$ cat config.mk
export PLATFORM = sky130hd
export DESIGN_NAME = conv1d_ctrl
export DESIGN_NICKNAME = d
export VERILOG_FILES = /design/src/sv/conv1d_pkg.sv /design/src/sv/conv1d_ctrl.sv
export SDC_FILE = /design/constraint.sdc
export NUM_CORES = 1
export LEC_CHECK = 0
export ABC_AREA = 1
export BUFFER_PORTS_ARGS = -buffer_cell sky130_fd_sc_hd__buf_2
export CORE_MARGIN = 4
export CORE_UTILIZATION = 43
export CTS_BUF_LIST = sky130_fd_sc_hd__clkbuf_8 sky130_fd_sc_hd__clkbuf_16
export CTS_CLUSTER_DIAMETER = 60
export DETAILED_ROUTE_END_ITERATION = 6
export HOLD_SLACK_MARGIN = 0.08
export PLACE_DENSITY = 0.79
export RECOVER_POWER = 100
export SETUP_SLACK_MARGIN = 0.5
export SYNTH_ARGS = -nofsm -noshare
export SYNTH_HDL_FRONTEND = slang
export SYNTH_SLANG_ARGS = --single-unit
$ cat constraint.sdc
create_clock -name clk -period 2 [get_ports clk]
set_input_delay 0.4 -clock clk [delete_from_list [all_inputs] [get_ports clk]]
set_output_delay 0.4 -clock clk [all_outputs]
set_load 0.03 [all_outputs]
$ cat src/sv/conv1d_pkg.sv
// Shared types and constants for the 1-D convolution forward unit.
// No dependencies; used by every module of the block.
`default_nettype none
package conv1d_pkg;

  localparam int MAX_IN_CHANNELS  = 8;
  localparam int MAX_OUT_CHANNELS = 8;
  localparam int MAX_TAPS         = 16;
  localparam int MAX_LENGTH       = 256;

  localparam int CH_W     = 3;   // out_chan / in_chan field width
  localparam int TAP_W    = 4;   // tap_index field width
  localparam int POS_W    = 8;   // position field width
  localparam int WADDR_W  = $clog2(MAX_OUT_CHANNELS * MAX_IN_CHANNELS * MAX_TAPS);
  localparam int SADDR_W  = $clog2(MAX_IN_CHANNELS * MAX_LENGTH);
  localparam int PIDX_W   = 12;  // padded sample index, position*stride + tap
  localparam int PADDED_W = 10;  // sequence length plus both pads
  localparam int ACC_W    = 40;  // bias plus 128 full-scale products
  localparam int ADDR_W   = 5;   // APB byte address

  // request commands
  localparam logic [1:0] CMD_LOAD_WEIGHT = 2'd0;
  localparam logic [1:0] CMD_LOAD_BIAS   = 2'd1;
  localparam logic [1:0] CMD_LOAD_SAMPLE = 2'd2;
  localparam logic [1:0] CMD_COMPUTE     = 2'd3;

  // register indexes
  localparam logic [2:0] REG_IN_CH   = 3'd0;
  localparam logic [2:0] REG_OUT_CH  = 3'd1;
  localparam logic [2:0] REG_TAPS    = 3'd2;
  localparam logic [2:0] REG_STRIDE  = 3'd3;
  localparam logic [2:0] REG_PAD     = 3'd4;
  localparam logic [2:0] REG_SEQ_LEN = 3'd5;

  // configuration, already clamped into range
  typedef struct packed {
    logic [3:0] nin;
    logic [3:0] nout;
    logic [4:0] taps;
    logic [3:0] stride;
    logic [3:0] pad;
    logic [8:0] seq;
  } cfg_t;

  typedef struct packed {
    logic              accept;     // request taken this cycle
    logic              check;      // range check and accumulator preset
    logic              mac_valid;  // issue one multiply-accumulate
    logic [CH_W-1:0]   mac_chan;
    logic [TAP_W-1:0]  mac_tap;
    logic              out_load;   // move result into output register
  } ctrl_cmd_t;

  typedef struct packed {
    logic range_bad;
    logic pipe_busy;
  } dp_stat_t;

endpackage
`default_nettype wire

$ cat src/sv/conv1d_ctrl.sv
// Sequencer for the convolution unit: request handshake, channel/tap loop,
// pipeline drain and output handshake. Depends on conv1d_pkg.
`default_nettype none
module conv1d_ctrl (
  input  wire logic                   clk,
  input  wire logic                   rst,
  input  wire conv1d_pkg::cfg_t       cfg,
  input  wire logic                   item_valid,
  output logic                        item_stall,
  input  wire logic [1:0]             command,
  output logic                        res_valid,
  input  wire logic                   res_stall,
  input  wire conv1d_pkg::dp_stat_t   stat,
  output conv1d_pkg::ctrl_cmd_t       cmd
);

  localparam logic [1:0] ST_IDLE  = 2'd0;
  localparam logic [1:0] ST_CHECK = 2'd1;
  localparam logic [1:0] ST_RUN   = 2'd2;
  localparam logic [1:0] ST_DRAIN = 2'd3;

  logic [1:0]                        state;
  logic [1:0]                        state_next;
  logic [conv1d_pkg::CH_W-1:0]       chan;
  logic [conv1d_pkg::TAP_W-1:0]      tap;
  logic                              last_tap;
  logic                              last_chan;
  logic                              accept;
  logic                              out_free;

  assign item_stall = (state != ST_IDLE);
  assign accept     = item_valid && !item_stall;
  assign last_tap   = ({1'b0, tap} == cfg.taps - 5'd1);
  assign last_chan  = ({1'b0, chan} == cfg.nin - 4'd1);
  assign out_free   = !res_valid || !res_stall;

  always_comb begin
    state_next = state;
    unique case (state)
      ST_IDLE: begin
        if (accept && command == conv1d_pkg::CMD_COMPUTE) state_next = ST_CHECK;
      end
      ST_CHECK: begin
        state_next = stat.range_bad ? ST_DRAIN : ST_RUN;
      end
      ST_RUN: begin
        if (last_tap && last_chan) state_next = ST_DRAIN;
      end
      ST_DRAIN: begin
        if (!stat.pipe_busy && out_free) state_next = ST_IDLE;
      end
      default: state_next = ST_IDLE;
    endcase
  end

  always_ff @(posedge clk) begin
    if (rst) begin
      state     <= ST_IDLE;
      chan      <= '0;
      tap       <= '0;
      res_valid <= 1'b0;
    end else begin
      state <= state_next;
      if (state == ST_CHECK) begin
        chan <= '0;
        tap  <= '0;
      end else if (state == ST_RUN) begin
        if (last_tap) begin
          tap  <= '0;
          chan <= chan + 1'b1;
        end else begin
          tap <= tap + 1'b1;
        end
      end
      if (cmd.out_load)              res_valid <= 1'b1;
      else if (res_valid && !res_stall) res_valid <= 1'b0;
    end
  end

  always_comb begin
    cmd.accept    = accept;
    cmd.check     = (state == ST_CHECK);
    cmd.mac_valid = (state == ST_RUN);
    cmd.mac_chan  = chan;
    cmd.mac_tap   = tap;
    cmd.out_load  = (state == ST_DRAIN) && !stat.pipe_busy && out_free;
  end

endmodule
`default_nettype wire

== Yosys cells after proc, flatten, opt, wreduce, memory -nomap -nowiden ==
Cells that the tools add are included.

* Register bits after elaboration: 10
* Bits of input ports: 38
* Output and inout bits: 13
* Word-level logic and storage cells: 43

* Add/sub/neg operators: 4
* Equal/unequal tests: 9
* Muxes and demuxes: 8
* Reductions and logical operators: 18

{| class="wikitable"
|+ Operators by type and width
! kind !! number
|-
| 2-bit one-hot mux with 4 select lines || 1
|-
| 1-bit logical AND || 7
|-
| 2-bit equality test, second input constant || 3
|-
| 2-bit 2-to-1 mux || 3
|-
| 4-bit by 5-bit equality test with 1-bit output || 1
|-
| 5-bit by 1-bit subtractor with 5-bit output, second input constant || 1
|-
| 4-bit by 1-bit adder with 4-bit output, second input constant || 1
|-
| 3-bit by 4-bit equality test with 1-bit output || 1
|-
| 1-bit zero test || 4
|-
| 4-bit 2-to-1 mux || 1
|-
| 2-bit inequality test, second input constant || 2
|-
| 2-bit nonzero test || 2
|-
| 4-bit by 1-bit subtractor with 4-bit output, second input constant || 1
|-
| 3-bit by 1-bit adder with 3-bit output, second input constant || 1
|-
| 1-bit 2-to-1 mux || 3
|-
| 3-bit AND reduction || 1
|-
| 2-bit by 1-bit equality test with 1-bit output, second input constant || 1
|-
| 2-bit zero test || 1
|-
| 2-bit by 1-bit inequality test with 1-bit output, second input constant || 1
|-
| 2-bit AND reduction || 1
|-
| 2-bit OR reduction || 1
|-
| 1-bit logical OR || 1
|}

== Logic depth before layout (Yosys ltp) ==
Gate-level depths: netlist of run 1.

* Depth in word-level cells: 6
* Depth in mapped cells: 14

== Worst setup path after synthesis of run 1 ==
Ideal clock, no wire load.

* Path kind: in2reg
* Start: in cfg[17] in the netlist's numbering
* End: reg tap[2] in the netlist's numbering
* Library setup time: 108 ps
* Arrival time: 1527 ps
* Path slack: 365 ps
* Cell stages on the path: 14
* Path through: inv_1 -> ha_1 -> nand2_1 -> inv_1 -> nor2_1 -> nand3_1 -> nor2_2 -> nand2_2 -> nor2_8 -> inv_4 -> nand2_4 -> inv_2 -> nand3_2 -> inv_2

* Cells in the longest elaborated chain, start to end: 3

{| class="wikitable"
|+ Ends and longest elaborated chain
! element !! RTL line !! source
|-
| from (decl) || conv1d_ctrl.sv:7 || <nowiki>input wire conv1d_pkg::cfg_t cfg,</nowiki>
|-
| 5-bit by 1-bit subtractor with 5-bit output || conv1d_ctrl.sv:33 || <nowiki>assign last_tap = ({1'b0, tap} == cfg.taps - 5'd1);</nowiki>
|-
| 4-bit by 5-bit equality test with 1-bit output || conv1d_ctrl.sv:33 ||
|-
| 4-bit 2-to-1 mux || conv1d_ctrl.sv:68 || <nowiki>if (last_tap) begin</nowiki>
|-
| to (signal assigned) || conv1d_ctrl.sv:72 || <nowiki>tap <= tap + 1'b1;</nowiki>
|-
| to (decl) || conv1d_ctrl.sv:25 || <nowiki>logic [conv1d_pkg::TAP_W-1:0] tap;</nowiki>
|}

No other way between the ends.
A chain may end at the register's enable or synchronous reset.

== Final worst setup path of run 1 ==
* Start: reg state[1]
* End: out item_stall

* Cells in the longest elaborated chain, start to end: 1

{| class="wikitable"
|+ Ends and longest elaborated chain
! element !! RTL line !! source
|-
| from (decl) || conv1d_ctrl.sv:22 || <nowiki>logic [1:0] state;</nowiki>
|-
| from (signal assigned) || conv1d_ctrl.sv:63 || <nowiki>state <= state_next;</nowiki>
|-
| 2-bit nonzero test || conv1d_ctrl.sv:31 || <nowiki>assign item_stall = (state != ST_IDLE);</nowiki>
|-
| to (decl) || conv1d_ctrl.sv:9 || <nowiki>output logic item_stall,</nowiki>
|}

No other way between the ends.

==> impl_metrics.env, run 1 <==
export IMPL_status="finished, final reports clean"
export IMPL_power_share_switching_pct=42.6
export IMPL_h_tree_depth=1
export IMPL_area_delta_synth_final_pct=39.9
export IMPL_met2_usage_pct=30.2
export IMPL_criticalPathCategory="flop to output port"
export IMPL_setup_tns_ps=0
export IMPL_vdd_drop_max_uv=642
export IMPL_synth_top_family_by_area="simple AND/OR/NAND/NOR gates"
export IMPL_ys_warn_count=0
export IMPL_synth_avg_cell_area_sq_um=6.35
export IMPL_wl_mm=2.05
export IMPL_fill_cells=206
export IMPL_drc=0
export IMPL_postCtsHoldBufs=0
export IMPL_power_frac_clock_pct=22.4
export IMPL_synth_compound_gate_area_share_pct=8.73
export IMPL_netlist_area_sq_um=888
export IMPL_powerDensity_mw_per_mm2=879
export IMPL_synth_fp_nets=187
export IMPL_synth_xor_area_share_pct=2.96
export IMPL_cp_max_fo=4
export IMPL_cts_sinks=10
export IMPL_nets=223
export IMPL_synth_cell_types=24
export IMPL_required_ps=1600
export IMPL_rsz0062_at_grt="yes"
export IMPL_initial_core_util_pct=45.3
export IMPL_io_buffer_count=29
export IMPL_pwr_share_seq_pct=26.1
export IMPL_p_int_mw=0.627
export IMPL_routed_via_count=947
export IMPL_drive_gt1_share_pct=28.6
export IMPL_grt_pass1_wl_mm=3.33
export IMPL_synth_seq_area_share_pct=22.5
export IMPL_die_area_sq_mm=0.00286
export IMPL_worst_pin_slew_ps=364
export IMPL_core_sq_mm=0.00196
export IMPL_diodes=0
export IMPL_finalMaxSlewViolations=0
export IMPL_cp_end_kind="output port"
export IMPL_cap_violations=0
export IMPL_skew_ps=2.24
export IMPL_fmax_mhz=598
export IMPL_antenna_found_initial=0
export IMPL_grt_met1_usage_pct=15.9
export IMPL_cts_tree="built"
export IMPL_yosys_area_share_simple_pct=39.7
export IMPL_p_leak_nw=0.673
export IMPL_grt_max_degree=8
export IMPL_root_buffer="clkbuf_8"
export IMPL_finalHoldViolations=0
export IMPL_busiest_layer="met2"
export IMPL_gr_usage_met3_pct=1.13
export IMPL_critPathLaunchType="flop"
export IMPL_routabilityCongestion=0.710
export IMPL_grt_usage_pct=15.2
export IMPL_ant_nets=0
export IMPL_cts_made_buffers=3
export IMPL_finalSetupViolCount=0
export IMPL_switchingPower_mw=0.466
export IMPL_grt_overflow=0
export IMPL_crit_arrival_ps=1270
export IMPL_dr_pass1_iters=4
export IMPL_hold_class="input port to flop"
export IMPL_die_x_um=53.5
export IMPL_clk_latency_ps=230
export IMPL_ys_seq_elements=10
export IMPL_finalCritPeriodShare_pct=83.6
export IMPL_boundaryPins=51
export IMPL_viasPerCell=4.69
export IMPL_grt_pass1_vias=894
export IMPL_hpwl_mm=1.57
export IMPL_synthAdderAreaFrac_pct=12.7
export IMPL_die_y_um=53.5
export IMPL_synthMuxAreaShare_pct=0
export IMPL_clock_path_buffers=2
export IMPL_post_drt_wl_per_cell_um=10.1
export IMPL_power_mw=1.09
export IMPL_combPwrFrac_pct=51.5
export IMPL_num_rows=16
export IMPL_drt_iter0_drc=8
export IMPL_path_clk_slew_ps=50
export IMPL_fin_crit_ps=1670
export IMPL_slew_headroom_pct=75.7
export IMPL_synth_cells=140
[critical path, stage by stage, from the launching register on]
cell and delay [ps]:
dfxtp_1 440, inv_4 80, ha_4 170, inv_1 50, clkbuf_1 300
[stage by stage]
| step | utilization [%] | cell area (sq um) | worst slack (ps) | hold WS [ps] | instances |
|---|---|---|---|---|---|
| after floorplan | - | 918 | 416 | 469 | 140 |
| after global placement | 55.5 | 1090 | 176 | 465 | 195 |
| after detailed placement | 55.5 | 1090 | 139 | 481 | 195 |
| after CTS | 61.0 | 1200 | 498 | 357 | 201 |
| after global routing | 63.3 | 1240 | 257 | 363 | 202 |
| final | 63.3 | 1240 | 328 | 360 | 202 |
[path summary, 6_finish.rpt]
kind         startpoint         end  slack (ps)  cells past startpoint
max            state[1]  item_stall         330                      4
min reg2reg   res_valid   res_valid         490                      2
max reg2reg    state[1]    state[0]         480                      5
min                 rst   res_valid         360                      2
[cells in the mapped netlist, drive strengths merged]
cell	n	share of area [%]
a21boi	1	0.85
a21oi	5	2.8
a311oi	1	0.99
buf	1	0.85
dfxtp	10	23
ha	9	13
inv	29	13
nand2	41	18
nand3	11	6.8
nand3b	3	2.5
nor2	20	11
nor3	2	1.1
o21a	1	0.85
o21ai	2	1.1
o21bai	1	2.1
xnor2	2	2.0
xor2	1	0.99
[placed cells by master, fill, tap and decap left out, types with 3 or more instances in the layout]
cell type	instances
dfxtp_1	9
a21oi_1	5
clkbuf_8	4
inv_4	5
nand3_2	3
buf_4	5
nand3b_1	3
inv_1	21
ha_1	7
buf_2	14
clkbuf_1	9
nand2_1	37
nand3_1	8
nor2_1	16
[state kept, by name, summed over array words and instances (netlist names)]
name / flops
chan: 3
state: 2
res_valid: 1
tap: 4
[area by class of cell]
| cell class | count | area (sq um) | share of cell area, % |
|---|---|---|---|
| Timing Repair Buffer | 32 | 194 | 15.6 |
| Clock buffer | 4 | 55.1 | 4.43 |
| Inverter | 29 | 134 | 10.8 |
| Sequential cell | 10 | 204 | 16.4 |
| Tap cell | 27 | 33.8 | 2.72 |
| Multi-Input combinational cell | 100 | 622 | 50.1 |
[cell families after synthesis]
logic type	after synthesis
fa+ha+maj	9
compound gates	11
buf+inv	30
simple gates	77
flops	10
xor+xnor	3
[power by group through the flow]
stage | logic [mW] | clock network (mW) | registers (mW)
after floorplan | 0.351 | 0 | 0.294
after global placement | 0.464 | 0 | 0.271
after detailed placement | 0.476 | 0 | 0.276
after CTS | 0.512 | 0.251 | 0.282
after global routing | 0.617 | 0.266 | 0.290
final | 0.563 | 0.245 | 0.285
[timing repair]
item / CTS / global route
setup buffers: 2 / 1
setup endpoints to repair: 14 / 14
resized for setup: 16 / 25
pin swaps: 6 / 9
[routing by layer]
layer  vias up  part of all wire, %
met1       422                   40
met2        23                   54
met4         0                  1.1
met5         -                    0
li1        498                    -
met3         4                  5.0
(Power assumes the default switching activity.)
==> run 2, diff against run 1 <==
ABC_AREA = 0   (was 1)
CORE_UTILIZATION = 41   (was 43)
PLACE_DENSITY = 0.78   (was 0.79)
clock period = 1.7 ns   (was 2 ns; I/O delays follow)
==> run 2 against run 1 <==
Setup slack worse by 270 ps; critical path depth is 2 higher; sequential power is 6% higher; power is 27% higher; final area is 12% higher; cell count is 19% lower; clock power is 3% higher; critical endpoint is now chan[1]; largest cell class unchanged.
==> impl_metrics.env, run 2 <==
export IMPL_postCtsHoldBufs=0
export IMPL_hold_class="input port to flop"
export IMPL_fmax_mhz=609
export IMPL_vdd_drop_max_uv=917
export IMPL_routed_top_layer="met4"
export IMPL_cap_violations=0
export IMPL_die_y_um=52.0
export IMPL_diodes=0
export IMPL_h_tree_depth=1
export IMPL_routed_via_count=819
export IMPL_grt_max_degree=10
export IMPL_dr_pass1_iters=4
export IMPL_clk_latency_ps=240
export IMPL_synth_cells=92
export IMPL_yosysTopAreaCellShare_pct=25.2
export IMPL_multi_input_area_sq_um=692
export IMPL_boundaryPins=51
export IMPL_ys_top_cells_by_count="dfxtp_1 (10), ha_1 (9), inv_1 (9), nor2_1 (9), xnor2_1 (7)"
export IMPL_drive_gt1_share_pct=57.2
export IMPL_viasPerCell=5.02
export IMPL_ys_warn_count=0
export IMPL_synth_area_leader_cell="dfxtp_1"
export IMPL_nets=187
export IMPL_register_area_sq_um=216
export IMPL_place_ws_ps=-367
export IMPL_num_rows=15
export IMPL_critPathLaunchType="flop"
export IMPL_synth_edf_count=0
export IMPL_worst_pin_slew_ps=367
export IMPL_synthTopCellsByArea="dfxtp_1 (25%), ha_1 (14%), xnor2_1 (7.7%)"
export IMPL_cp_max_fo=7
export IMPL_finalHoldViolations=0
export IMPL_finalCritPeriodShare_pct=96.6
export IMPL_core_sq_mm=0.00178
export IMPL_regMostFlops="tap"
export IMPL_post_drt_wl_per_cell_um=14.1
export IMPL_cp_end_kind="flop"
export IMPL_fill_cells=116
export IMPL_criticalPathCategory="flop to flop"
export IMPL_path_clk_slew_ps=50
export IMPL_grt_pass1_wl_mm=3.73
export IMPL_cts_made_buffers=3
export IMPL_layout_commonest_cell="buf_2"
export IMPL_wl_mm=2.30
export IMPL_initial_core_util_pct=44.6
export IMPL_worst_slack_ps=57.5
export IMPL_netlist_area_sq_um=795
export IMPL_ant_nets=0
export IMPL_area_delta_synth_final_pct=75.4
export IMPL_clock_path_buffers=2
export IMPL_hpwl_mm=1.52
export IMPL_grt_usage_pct=18.7
export IMPL_status="finished, final reports clean"
export IMPL_slew_headroom_pct=75.6
export IMPL_io_buffer_count=29
export IMPL_power_mw=1.38
export IMPL_wl_met2_mm=1.19
export IMPL_drt_iter0_drc=8
export IMPL_root_buffer="clkbuf_8"
export IMPL_fin_area_sq_mm=0.00139
export IMPL_ys_async_sr_fraction_pct=0
export IMPL_met1_length_um=942
export IMPL_powerDensity_mw_per_mm2=992
export IMPL_required_ps=1830
export IMPL_skew_ps=4.39
export IMPL_die_area_sq_mm=0.00271
export IMPL_ys_seq_elements=10
export IMPL_wl_met3_um=123
export IMPL_synth_seq_area_share_pct=25.2
export IMPL_die_x_um=52.0
export IMPL_finalMaxSlewViolations=0
export IMPL_synth_most_common_cell="dfxtp_1"
export IMPL_crit_arrival_ps=1770
export IMPL_top_regs="tap: 4 flops, chan: 3 flops, state: 2 flops"
export IMPL_synth_flop_cell="dfxtp_1"
export IMPL_grt_pass1_vias=860
export IMPL_fin_crit_ps=1640
export IMPL_synth_avg_cell_area_sq_um=8.64
export IMPL_synth_cell_types=30
export IMPL_routabilityCongestion=0.729
export IMPL_grt_overflow=0
export IMPL_synth_fp_nets=139
export IMPL_antenna_found_initial=0
export IMPL_place_area_sq_mm=0.00106
export IMPL_final_cell_mix="buf_2 (15), buf_4 (12), buf_6 (11), nor2_1 (9), xor2_1 (6)"
export IMPL_p_leak_nw=0.602
export IMPL_drc=0
export IMPL_cts_sinks=10
export IMPL_finalSetupViolCount=0
export IMPL_cts_tree="built"
export IMPL_rsz0062_at_grt="yes"
export IMPL_largest_reg_flops=4
run 2: report_power, final:
part,switching [mW],leakage [nW],internal (mW)
logic,0.397,0.496,0.430
registers,0.0375,0.0851,0.265
clock network,0.0975,0.0216,0.156
total,0.532,0.602,0.851
run 2: repair_timing:
action                                  in CTS  in global routing
pin swaps                                    9                  8
resized for setup                           42                 20
endpoints found under the setup margin      17                 21
gates cloned                                 0                  0
setup buffers                                9                  1
run 2: layout make-up:
type | instances | area share, %
sequential | 10 | 15.5
tap | 25 | 2.24
clock buffer | 3 | 2.96
multi-input combinational | 70 | 49.6
inverter | 9 | 4.22
timing repair buffer | 46 | 25.4
run 2: logic make-up after synthesis:
kind of cell / after synthesis / share of synthesized area (%)
AO/OA/AOI/OAI: 14 / 13.7
XOR/XNOR: 13 / 14.3
adder cells (fa/ha/maj): 9 / 14.2
buffers and inverters: 12 / 6.14
flip-flops: 10 / 25.2
multiplexers: 4 / 5.20
AND/OR/NAND/NOR: 30 / 21.3
run 2: worst paths after layout:
kind	startpoint	endpoint	slack [ps]	cells after the start
max	tap[2]	chan[1]	60	6
max reg2reg	tap[2]	chan[1]	60	6
min	res_stall	res_valid	390	3
min reg2reg	res_valid	res_valid	490	2
run 2: critical path: stages, from the launching register on:
cell and delay [ps]:
dfxtp_4 370, and4bb_1 220, a22oi_2 110, a2111oi_4 340
buf_4 200, mux2i_2 230, nor3_2 60
run 2: through the flow:
stage | cells | TNS [ps] | util (%) | hold slack (ps)
after detailed placement | 150 | -2440 | 59.5 | 507
after CTS | 162 | 0 | 75.0 | 402
after global routing | 163 | 0 | 78.2 | 401
final | 163 | 0 | 78.2 | 387
after floorplan | 92 | -41.4 | - | 480
after global placement | 150 | -2060 | 59.5 | 492
run 2: layer usage:
layer	global-route usage [%]	vias up
met5	0	-
met2	35.4	24
li1	-	408
met3	3.44	5
met4	8.30	0
met1	19.5	382
